[config.mk]
export PLATFORM = sky130hd
export DESIGN_NAME = ftt_controller
export DESIGN_NICKNAME = d
export VERILOG_FILES = /design/src/hw/rtl/ftt_pkg.sv /design/src/hw/rtl/ftt_controller.sv
export SDC_FILE = /design/constraint.sdc
export NUM_CORES = 1
export LEC_CHECK = 0
export ABC_AREA = 1
export ABC_CLOCK_PERIOD_IN_PS = 2000
export BUFFER_PORTS_ARGS = -buffer_cell sky130_fd_sc_hd__buf_4
export CAP_MARGIN = 20
export CORE_ASPECT_RATIO = 0.6
export CORE_UTILIZATION = 50
export CTS_BUF_LIST = sky130_fd_sc_hd__clkbuf_4 sky130_fd_sc_hd__clkbuf_8
export DETAILED_ROUTE_END_ITERATION = 7
export GPL_ROUTABILITY_DRIVEN = 1
export PLACE_DENSITY = 0.75
export SLEW_MARGIN = 20
export SYNTH_ARGS = -nofsm -noshare
export SYNTH_HDL_FRONTEND = slang
export SYNTH_SLANG_ARGS = --single-unit
export TNS_END_PERCENT = 1
[constraint.sdc]
create_clock -name clock -period 2 [get_ports clock]
set_clock_uncertainty 0.05 [all_clocks]
set_input_delay 0.1 -clock clock [delete_from_list [all_inputs] [get_ports clock]]
set_output_delay 0.1 -clock clock [all_outputs]
set_load 0.02 [all_outputs]
[src/hw/rtl/ftt_pkg.sv]
// Package with types, codes and constants of the flow tracking table.
`timescale 1ns / 1ps
package ftt_pkg;
   localparam int FLOW_SLOTS = 256;
   localparam int SLOT_BITS = $clog2(FLOW_SLOTS);
   localparam int CNT_BITS = SLOT_BITS + 1;

   localparam logic [1:0] KIND_PACKET = 2'd0;
   localparam logic [1:0] KIND_RTT = 2'd1;
   localparam logic [1:0] KIND_REMOVE = 2'd2;
   localparam logic [1:0] KIND_SWEEP = 2'd3;

   localparam logic [2:0] ST_HIT = 3'd0;
   localparam logic [2:0] ST_CREATED = 3'd1;
   localparam logic [2:0] ST_INVALID = 3'd2;
   localparam logic [2:0] ST_FULL = 3'd3;
   localparam logic [2:0] ST_NOT_FOUND = 3'd4;
   localparam logic [2:0] ST_REMOVED = 3'd5;
   localparam logic [2:0] ST_SWEEP_DONE = 3'd6;

   localparam logic [1:0] REG_MAX_FLOWS = 2'd0;
   localparam logic [1:0] REG_TIMEOUT = 2'd1;
   localparam logic [1:0] REG_MODE = 2'd2;

   localparam logic [7:0] PROTO_UDP = 8'd17;
   localparam logic [15:0] MIN_LENGTH = 16'd28;
   localparam logic [3:0] IP_V4 = 4'd4;

   typedef struct packed {
      logic [1:0]  kind;
      logic [3:0]  ip_ver;
      logic [7:0]  protocol;
      logic [31:0] src_ip;
      logic [31:0] dst_ip;
      logic [15:0] sport;
      logic [15:0] dport;
      logic [15:0] length;
      logic [31:0] rtt_us;
      logic [31:0] now_sec;
   } req_type;

   typedef struct packed {
      logic [2:0]  status;
      logic [7:0]  slot;
      logic [1:0]  flow_mode;
      logic [31:0] packet_count;
      logic [47:0] byte_count;
      logic [31:0] rtt_current;
      logic [31:0] rtt_min;
      logic [31:0] rtt_max;
      logic [31:0] rtt_average;
      logic [8:0]  removed_count;
      logic [8:0]  active_flows;
   } rsp_type;

   // One table entry as held in memory.
   typedef struct packed {
      logic [63:0] addresses;
      logic [31:0] ports;
      logic [1:0]  mode;
      logic [31:0] last_seen;
      logic [31:0] packets;
      logic [47:0] bytes;
      logic [31:0] rtt_now;
      logic [31:0] rtt_low;
      logic [31:0] rtt_high;
      logic [31:0] rtt_mean;
   } entry_type;

   // Commands from controller to datapath.
   typedef struct packed {
      logic                 load;
      logic                 rd_en;
      logic [SLOT_BITS-1:0] rd_addr;
      logic                 hold_hit;
      logic                 wr_entry;
      logic                 learn;
      logic                 clear_valid;
      logic                 sweep_check;
      logic                 finish;
      logic [2:0]           status;
      logic                 emit_flow;
   } cmd_type;

   // Status from datapath to controller.
   typedef struct packed {
      logic                 invalid;
      logic                 match;
      logic                 idle;
      logic                 slot_valid;
      logic                 can_learn;
      logic [1:0]           kind;
   } stat_type;
endpackage

[src/hw/rtl/ftt_controller.sv]
// Controller of the flow tracking table: sequences the lookup, free-slot and sweep scans.
`timescale 1ns / 1ps
module ftt_controller import ftt_pkg::*; (
   input  logic     clock,
   input  logic     reset,
   input  logic     start,
   input  stat_type stat,
   output logic     busy,
   output cmd_type  cmd
);
   typedef enum logic [2:0] {
      S_IDLE, S_CHECK, S_LOOK, S_FREE, S_APPLY, S_SWEEP, S_DONE
   } state_type;

   state_type state_ff, state_in;
   logic [CNT_BITS-1:0] idx_ff, idx_in;
   logic busy_ff, busy_in;
   logic learn_ff, learn_in;
   logic last;

   assign last = (idx_ff[SLOT_BITS-1:0] == SLOT_BITS'(FLOW_SLOTS - 1));

   // Next state, scan index and commands.
   always_comb begin
      state_in = state_ff;
      idx_in = idx_ff;
      busy_in = busy_ff;
      learn_in = learn_ff;
      cmd = '0;
      cmd.rd_addr = idx_ff[SLOT_BITS-1:0];
      unique case (state_ff)
         S_IDLE: begin
            if (start) begin
               cmd.load = 1'b1;
               busy_in = 1'b1;
               learn_in = 1'b0;
               idx_in = '0;
               state_in = S_CHECK;
            end
         end
         S_CHECK: begin
            if (stat.kind == KIND_PACKET && stat.invalid) begin
               cmd.finish = 1'b1;
               cmd.status = ST_INVALID;
               state_in = S_DONE;
            end else begin
               cmd.rd_en = 1'b1;
               state_in = (stat.kind == KIND_SWEEP) ? S_SWEEP : S_LOOK;
            end
         end
         S_LOOK: begin
            // Data of the slot read last cycle is in.
            if (stat.match) begin
               cmd.hold_hit = 1'b1;
               state_in = S_APPLY;
            end else if (!last) begin
               idx_in = idx_ff + 1'b1;
               cmd.rd_addr = idx_in[SLOT_BITS-1:0];
               cmd.rd_en = 1'b1;
            end else if (stat.kind == KIND_PACKET && stat.can_learn) begin
               idx_in = '0;
               cmd.rd_addr = '0;
               cmd.rd_en = 1'b1;
               state_in = S_FREE;
            end else begin
               cmd.finish = 1'b1;
               cmd.status = (stat.kind == KIND_PACKET) ? ST_FULL : ST_NOT_FOUND;
               state_in = S_DONE;
            end
         end
         S_FREE: begin
            if (!stat.slot_valid) begin
               cmd.hold_hit = 1'b1;
               learn_in = 1'b1;
               state_in = S_APPLY;
            end else if (!last) begin
               idx_in = idx_ff + 1'b1;
               cmd.rd_addr = idx_in[SLOT_BITS-1:0];
               cmd.rd_en = 1'b1;
            end else begin
               cmd.finish = 1'b1;
               cmd.status = ST_FULL;
               state_in = S_DONE;
            end
         end
         S_APPLY: begin
            cmd.finish = 1'b1;
            cmd.emit_flow = 1'b1;
            cmd.learn = learn_ff;
            unique case (stat.kind)
               KIND_PACKET: begin
                  cmd.wr_entry = 1'b1;
                  cmd.status = learn_ff ? ST_CREATED : ST_HIT;
               end
               KIND_RTT: begin
                  cmd.wr_entry = 1'b1;
                  cmd.status = ST_HIT;
               end
               default: begin
                  cmd.clear_valid = 1'b1;
                  cmd.status = ST_REMOVED;
               end
            endcase
            state_in = S_DONE;
         end
         S_SWEEP: begin
            cmd.sweep_check = 1'b1;
            if (!last) begin
               idx_in = idx_ff + 1'b1;
               cmd.rd_addr = idx_in[SLOT_BITS-1:0];
               cmd.rd_en = 1'b1;
            end else begin
               state_in = S_DONE;
            end
         end
         S_DONE: begin
            if (stat.kind == KIND_SWEEP && !learn_ff) begin
               // Tally is complete in the cycle after the last check.
               cmd.finish = 1'b1;
               cmd.status = ST_SWEEP_DONE;
               learn_in = 1'b1;
            end else begin
               busy_in = 1'b0;
               learn_in = 1'b0;
               state_in = S_IDLE;
            end
         end
         default: state_in = S_IDLE;
      endcase
   end

   // State and registered outputs.
   always_ff @(posedge clock) begin
      if (reset) begin
         state_ff <= S_IDLE;
         idx_ff <= '0;
         busy_ff <= 1'b0;
         learn_ff <= 1'b0;
      end else begin
         state_ff <= state_in;
         idx_ff <= idx_in;
         busy_ff <= busy_in;
         learn_ff <= learn_in;
      end
   end
   assign busy = busy_ff;
endmodule

==> metrics, run 1 <==
Skew-Pair Late Insertion Delay=260 ps; worst slew pin tran=258 ps; DR vias/cell=approximately 5.4; #FFs+latches synth=13; status=completed; clk slew on worst S/H paths=70 ps; Top cell by count, worst path=nand2_1; PD cells=around 1300 nW/um^2; Pre-antenna DRT Iters=4; CTS buffer count=3; DRC Markers=0; grt ovf=0; Critical path origin=idx_ff[4]; Slew HR=between 80% and 90%; Root Driver=clkbuf_8; critical path capture point type=output port; Hold Startpoint=reset; Routability Congestion=roughly 0.9; Final period util=96.7%; total number of vias=around 1600; endpoints failing setup=0; most frequent cells in the layout=nand2_1 (75), buf_4 (36), inv_1 (23), nor2_1 (23), nand3_1 (21); internal reg-to-reg setup slack=roughly 400 ps; # diodes=0; Num Clock Sinks=13; Reg2Reg Depth=8; sequential share of the synthesized area=20.5%; Detail Route Antenna Nets=0; Initial Util=around 56%; crit path cell chain=nand2_2 -> nor2_4 -> nand2_4 -> buf_4 -> inv_2 -> nand2_1 -> nand3_2 -> nand2_1 -> nand2_1 -> buf_4; Hold Path Cell Cnt=2; Avg Cell Area, Syn=between 5 and 6 sq um; Static Leak=roughly 0.00096 uW; Horiz. Die Dim=between 60 and 70 um; Initial DRC Count=about 120; WS Path Type=flop to output port; Most used DFF post-synth=dfxtp_1; Area Overhead vs Synth=30.5%; Bufs and invs on worst path=3; Syn Inst Count=approximately 220; max-slew violation count=0; CTS tree=built; setup tns final=0 ps; H-tree depth=1; Startpoint Class=flop; Core Area=roughly 2300 sq um; Fmax=~0.52 GHz; RSZ-0062 raised after global routing=no; gr usage total=about 29%; Synth cell types=28; Synth warnings=0; Netlist Area Pre-Place=about 1300 sq um; CP max FO=6; Worst Path Required=roughly 1900 ps; final hold violations=0; Post-DP HPWL=roughly 2900 um; most common cell after layout, fill and taps aside=nand2_1; DIE AREA=2750 sq um; Die Height=41.0 um; family with the most delay on the worst path=simple AND/OR/NAND/NOR gates; routed wire length per instance=around 13 um; CP max stage delay=420 ps; drt total wl=between 3000 and 4000 um; worst hold-check path type=input port to flop; syn nets=~230; first-pass GRT wire length=~5600 um; layout cell share with drive strength beyond 1=around 31%; area post-placement=about 1500 sq um; design area=approximately 1700 sq um; clock tree buffer depth=2; reg-to-reg endpoint=state_ff[2]; initial antenna violation count=0; hold buffers post-CTS=0; Worst VDD drop=0.000921 V; WP data arrival=between 1500 and 2000 ps; Async SR Flop Fraction=0%; min Tclk post-route=between 1500 and 2000 ps; number of global-route vias before repair=roughly 1200; Port Buf Inserts=29; hold path endpoint=idx_ff[5]; fin nets=approximately 270; R2R Path Start=idx_ff[4]; Max-Cap Viols=0; pin count of the biggest net entering global routing=12; Slowest cell on crit path=dfxtp_1; EDFF count, synth=0; # IOs=31; Rows=13
[Yosys cell counts (2+ instances only)]
cell type	number	area, sq um
a21oi_1	12	60.1
a21oi_2	2	17.5
a31oi_1	2	12.5
dfxtp_1	13	260
ha_1	2	25.0
inv_1	23	86.3
inv_2	6	22.5
nand2_1	77	289
nand2_2	7	43.8
nand2_4	4	45.0
nand3_1	22	110
nand3_2	3	30.0
nor2_1	24	90.1
nor2_2	2	12.5
nor2_4	2	22.5
o211ai_1	2	15.0
o21ai_0	6	30.0
or2_2	2	12.5
[worst reg2reg max path: stages (launching register included)]
cell and delay, ps:
dfxtp_1 420, nand2_2 130, nor2_4 160, nand2_4 90, buf_4 150, nand2_4 80
nand3_2 100, o21ai_0 220, a21oi_1 80
[cell families (layout without fill, tap and decap cells)]
family,after synthesis,count (layout),synth area share (%)
AND/OR/NAND/NOR,145,145,53.6
XOR/XNOR,1,1,0.690
adder cells (fa/ha/maj),2,2,1.97
AO/OA/AOI/OAI,28,28,13.1
buffers and inverters,32,69,10.2
flip-flops,13,13,20.5
[repair_timing]
action	in CTS	in global routing
resized for setup	6	11
setup buffers	1	1
cloned	0	0
pin swaps	0	2
setup endpoints to repair	11	11
[power by group]
group	internal, uW	switching (uW)
clock	138	115
combinational	501	881
sequential	352	114
total	992	1110
[final cells by class]
cell class,instances,area (sq um)
flip-flops and latches,13,273
well taps,30,37.5
repair buffers,36,270
inverters,29,109
clock inverters,1,5.00
fillers,209,622
clock buffers,3,41.3
multi-input cells,176,920
[layer usage]
| metal | vias up | wire length [um] | GRT usage [%] |
|---|---|---|---|
| met2 | 74 | 1560 | 41.8 |
| met1 | 696 | 1910 | 42.2 |
| met3 | 6 | 320 | 7.22 |
| met4 | 0 | 28 | 6.38 |
| li1 | 777 | - | - |
| met5 | - | 0 | 0 |
[sequential cells by signal, summed over array words and instances (netlist names)]
name	flops
busy	1
idx_ff	8
learn_ff	1
state_ff	3
[metrics by stage]
step                      utilization, %  worst slack (ps)  hold slack (ps)  total power, uW  std cells
final                               72.7              65.8             46.6             2100        288
after global routing                72.7              2.39             56.3             2270        288
after CTS                           70.9              4.58             45.5             2050        287
after detailed placement            67.7               115              316             1790        282
after global placement              67.7               155              310             1760        282
after floorplan                        -               238              214             1390        221
[how the worst max path moves through the flow]
stage	end	slack, ps	cells after the start
after floorplan	cmd[10]	240	8
after global placement	cmd[10]	160	8
after detailed placement	cmd[12]	120	10
after CTS	cmd[10]	5	8
after global routing	cmd[10]	2	7
final	cmd[15]	70	10
Power figures use the tool's default switching activity.
==> run 2: changes to the inputs <==
==> constraint.sdc (replaced) <==
create_clock -name clock -period 2 [get_ports clock]
set_clock_uncertainty 0.05 [all_clocks]
set_input_delay 0.3 -clock clock [delete_from_list [all_inputs] [get_ports clock]]
set_output_delay 0.3 -clock clock [all_outputs]
set_load 0.02 [all_outputs]
==> run 2 against run 1 <==
Sequential share of layout area fell by 1.3 points. The flow now finishes with violations (negative setup slack). Power rose by 4.0%. Global-route usage rose by 3.3 points.
==> metrics, run 2 (same netlist as run 1, synthesis figures left out) <==
status=finished, violations left; violated checks=negative setup slack; layout cell share with drive strength beyond 1=about two fifths; Fmax=around 0.49 GHz; Root Driver=clkbuf_8; endpoints failing setup=5; WP data arrival=roughly 1700 ps; DIE AREA=2750 sq um; design area=1800 sq um; Startpoint Class=flop; Num Clock Sinks=13; Die Height=roughly 41 um; number of flip-flops in the largest register=8; Slew HR=between 80 and 90%; worst hold-check path type=input port to flop; register with the most flip-flops=idx_ff; Finished Layout Cells=about 290; biggest regs=idx_ff: 8 flops, state_ff: 3 flops; family with the most delay on the worst path=simple AND/OR/NAND/NOR gates; critical path capture point type=output port; filler cell count=150; Horiz. Die Dim=~67 um; Bufs and invs on worst path=1; first-pass GRT wire length=6190 um; Port Buf Inserts=29; post-layout util=79.2%; Final Worst Setup Slack=-46.7 ps; crit path cell chain=ha_4 -> nand2_4 -> nor2_4 -> nand2_4 -> nand2_1 -> nand2_4 -> a21oi_1 -> or2_1 -> buf_6; Top cell by count, worst path=nand2_4; Initial Util=between 50% and 60%; Skew-Pair Late Insertion Delay=around 250 ps; most common cell after layout, fill and taps aside=nand2_1; Slowest cell on crit path=dfxtp_2; Area Overhead vs Synth=42.1%; Rows=13; pin count of the biggest net entering global routing=12; final hold violations=0; min Tclk post-route=between 2000 and 2500 ps; Static Leak=around 0.0010 uW; area post-placement=1580 sq um; RSZ-0062 raised after global routing=yes; WS Path Type=flop to output port; H-tree depth=1; CP max FO=5; most frequent cells in the layout=nand2_1 (71), buf_4 (33), nor2_1 (22); grt ovf=0; Max-Cap Viols=0; CTS buffer count=3; PD cells=between 1000 and 1500 nW/um^2; # IOs=31; clk slew on worst S/H paths=approximately 60 ps; clock tree buffer depth=2; Register Area=around 270 sq um; CTS tree=built; Multi-input gate area=993 sq um; CP max stage delay=~350 ps; Post-DP HPWL=between 2000 and 3000 um; Final period util=102%; Initial DRC Count=around 120; Pre-antenna DRT Iters=4; DRC Markers=0; initial antenna violation count=0; Worst VDD drop=around 0.00093 V; total number of vias=1571; Routability Congestion=0.904; routed wire length per instance=between 10 and 15 um; Worst Path Required=roughly 1700 ps; placed insts=between 200 and 300; Core Area=approximately 2300 sq um; gr usage total=32.1%; setup tns final=-97.9 ps; worst slew pin tran=approximately 250 ps; fin nets=roughly 280; Detail Route Antenna Nets=0; # diodes=0; number of global-route vias before repair=between 1000 and 1500; drt total wl=slightly above 4000 um; DR vias/cell=approximately 5.4; max-slew violation count=0
run 2: changes by cell type in the layout (fill, tap and decap cells not counted), sizes merged:
cell,before,now
buf,36,41
run 2: final timing paths:
kind	endpoint	slack, ps	startpoint	depth (start not counted)
setup / recovery	cmd[10]	-50	idx_ff[1]	9
hold / removal	idx_ff[5]	260	reset	2
setup reg to reg	state_ff[2]	470	idx_ff[1]	9
hold reg to reg	idx_ff[3]	440	idx_ff[3]	2
run 2: area by class of cell:
cell class / instances / share of cell area (%)
Inverter: 29 / 6.32
Timing Repair Buffer: 41 / 18.7
Tap cell: 30 / 2.08
Multi-Input combinational cell: 176 / 55.1
Clock inverter: 1 / 0.278
Sequential cell: 13 / 15.2
Clock buffer: 3 / 2.29
run 2: stage by stage:
stage	total power (uW)	setup slack (ps)	hold slack, ps
after detailed placement	1800	43.2	431
after global placement	1770	85.6	427
after floorplan	1390	38.3	407
after global routing	2360	-134	266
final	2180	-46.7	261
after CTS	2120	-32.3	257
run 2: per-layer routing:
metal  wire length, um  vias up  track usage (%)
met1              1860      699             42.5
met2              1740       77             49.8
met4                47        0             10.6
met5                 0        -                0
li1                  -      787                -
met3               400        8             10.3
run 2: report_power, final:
part	leakage [uW]	switching, uW	internal [uW]	total [uW]
Combinational	0.000869	923	558	1480
Clock	0.0000255	103	138	241
Sequential	0.000111	113	349	462
run 2: worst register-to-register path: stages (launching register included):
cell	delay, ps
dfxtp_2	350
ha_4	150
nand2_4	60
nor2_4	120
nand2_4	100
buf_6	150
nand2_4	90
nand3_2	90
o21ai_0	180
a21oi_1	60
run 2: what timing repair did:
item	CTS	global route
setup endpoints to repair	13	12
hold buffers	0	0
cloned	0	0
setup buffers	2	0
pin swaps	7	2
gates resized for setup	26	21
hold endpoints to repair	0	0
==> run 3: changes to the inputs <==
- CELL_PAD_IN_SITES_DETAIL_PLACEMENT: not set -> 1
- CELL_PAD_IN_SITES_GLOBAL_PLACEMENT: not set -> 1
- CORE_UTILIZATION: 50 -> 37
- PLACE_DENSITY: 0.75 -> not set
- PLACE_DENSITY_LB_ADDON: not set -> 0.1
- REMOVE_ABC_BUFFERS: not set -> 1
==> run 3 against run 2 <==
The run still ends with negative setup slack left. Clock power is 7% higher. Non-clock buffer count rose by 2. Register-to-register slack worse by 170 ps. Final cell count rose by 5.8%. Global-route usage is 4.6 points lower. Sequential share of layout area is 0.44 points lower. Count of clock-buffer cells in the layout did not move. Critical endpoint unchanged. Largest power group unchanged.
==> metrics, run 3 (same netlist as run 1, synthesis figures left out) <==
Fmax=between 0.4 and 0.5 GHz; gr usage total=27.5%; Post-DP HPWL=3540 um; Static Leak=~0.001 uW; # diodes=0; grt ovf=0; Initial Util=between 30 and 40%; Net Sw Frac=between 50 and 60%; Pre-antenna DRT Iters=4; Worst Path Required=approximately 1700 ps; biggest regs=idx_ff: 8 flops, state_ff: 3 flops; Final Worst Setup Slack=-90.5 ps; Power Internal=~1100 uW; most frequent cells in the layout=nand2_1 (70), buf_4 (36), nor2_1 (23); crit path cell chain=ha_4 -> nand2_4 -> nor2_4 -> nand2_4 -> ha_4 -> o22ai_1 -> or2_1 -> buf_6; max-slew violation count=0; final hold violations=0; worst hold-check path type=input port to flop; H-tree depth=1; Port Buf Inserts=29; violated checks=negative setup slack; Slowest cell on crit path=dfxtp_2; P_sw=1240 uW; Routability Congestion=approximately 0.85; Num Clock Sinks=13; drt total wl=about 5000 um; number of flip-flops in the largest register=8; DIE AREA=around 3700 sq um; placed insts=around 300; CP max FO=3; Max-Cap Viols=0; WS Path Type=flop to output port; number of global-route vias before repair=between 1000 and 1500; routed wire length per instance=16.2 um; total number of vias=1618; Finished Layout Cells=310; CTS tree=built; Flop pwr share=19.6%; Worst VDD drop=~0.00072 V; Root Driver=clkbuf_8; design area=between 1500 and 2000 sq um; CTS buffer count=3; fin nets=278; post-layout util=between 50% and 60%; area post-placement=about 1600 sq um; power share of the combinational group=between 60% and 70%; initial antenna violation count=0; Skew-Pair Late Insertion Delay=260 ps; CP max stage delay=360 ps; DR vias/cell=5.22; WP data arrival=between 1500 and 2000 ps; DRC Markers=0; endpoints failing setup=11; clk slew on worst S/H paths=60 ps; Horiz. Die Dim=77.6 um; hold buffers post-CTS=0; Core Area=approximately 3300 sq um; register with the most flip-flops=idx_ff; status=finished, violations left; pin count of the biggest net entering global routing=12; critical path capture point type=output port; # IOs=31; Initial DRC Count=95; Final period util=105%; Die Height=between 40 and 50 um; Hold Path Cell Cnt=2; worst slew pin tran=298 ps; min Tclk post-route=between 2000 and 2500 ps; total power=approximately 2300 uW; Rows=16; Startpoint Class=flop; first-pass GRT wire length=7390 um; Reg2Reg Depth=11; clock tree buffer depth=2; Clk pwr share=roughly 11%; layout cell share with drive strength beyond 1=about 37%; Slew HR=between 70% and 80%; PD cells=approximately 1300 nW/um^2; Detail Route Antenna Nets=0; most common cell after layout, fill and taps aside=nand2_1; RSZ-0062 raised after global routing=yes; Area Overhead vs Synth=45.0%
## run 3: stage by stage
stage          setup WS [ps]  hold WS, ps  TNS [ps]
2_1_floorplan           -102          312      -102
3_3_place_gp            59.6          435         0
3_5_place_dp           -13.1          440     -17.7
4_1_cts                -50.9          243      -244
5_1_grt                 -144          249     -1370
6_report               -90.5          241      -384
## run 3: critical path, delay by kind of cell (launching register included)
kind | cells | cell delay [ps]
buf+inv | 1 | 130
simple gates | 4 | 500
compound gates | 1 | 60
fa+ha+maj | 2 | 420
flops | 1 | 360
## run 3: worst paths after layout
kind                            startpoint         to  slack (ps)
worst max-delay path             idx_ff[1]    cmd[10]         -90
worst min-delay path                 reset  idx_ff[2]         240
worst max register to register   idx_ff[0]  idx_ff[7]         300
worst min register to register        busy       busy         450
## run 3: metal layers
layer / part of all wire (%) / up-vias / GRT usage [%]
li1: - / 798 / -
met1: 49 / 764 / 40.0
met2: 43 / 47 / 43.0
met3: 6.1 / 9 / 4.66
met4: 1.6 / 0 / 6.04
met5: 0 / - / 0
## run 3: final cells by class
| type | count | area (sq um) |
|---|---|---|
| flip-flops and latches | 13 | 272 |
| multi-input cells | 176 | 996 |
| fillers | 447 | 1420 |
| clock buffers | 3 | 41.3 |
| repair buffers | 43 | 358 |
| inverters | 29 | 111 |
| well taps | 45 | 56.3 |
| clock inverters | 1 | 5.00 |
## run 3: power groups by stage
stage | logic, uW | registers [uW] | clock network (uW)
2_1_floorplan | 942 | 431 | 0
3_3_place_gp | 1400 | 431 | 0
3_5_place_dp | 1430 | 435 | 0
4_1_cts | 1510 | 441 | 256
5_1_grt | 1720 | 464 | 269
6_report | 1590 | 452 | 259
## run 3: timing repair
action,4_1_cts,5_1_grt
buffers inserted,3,0
pin swaps,8,0
endpoints found under the hold margin,0,0
setup endpoints to repair,13,13
resized for setup,25,16
gates cloned,0,0
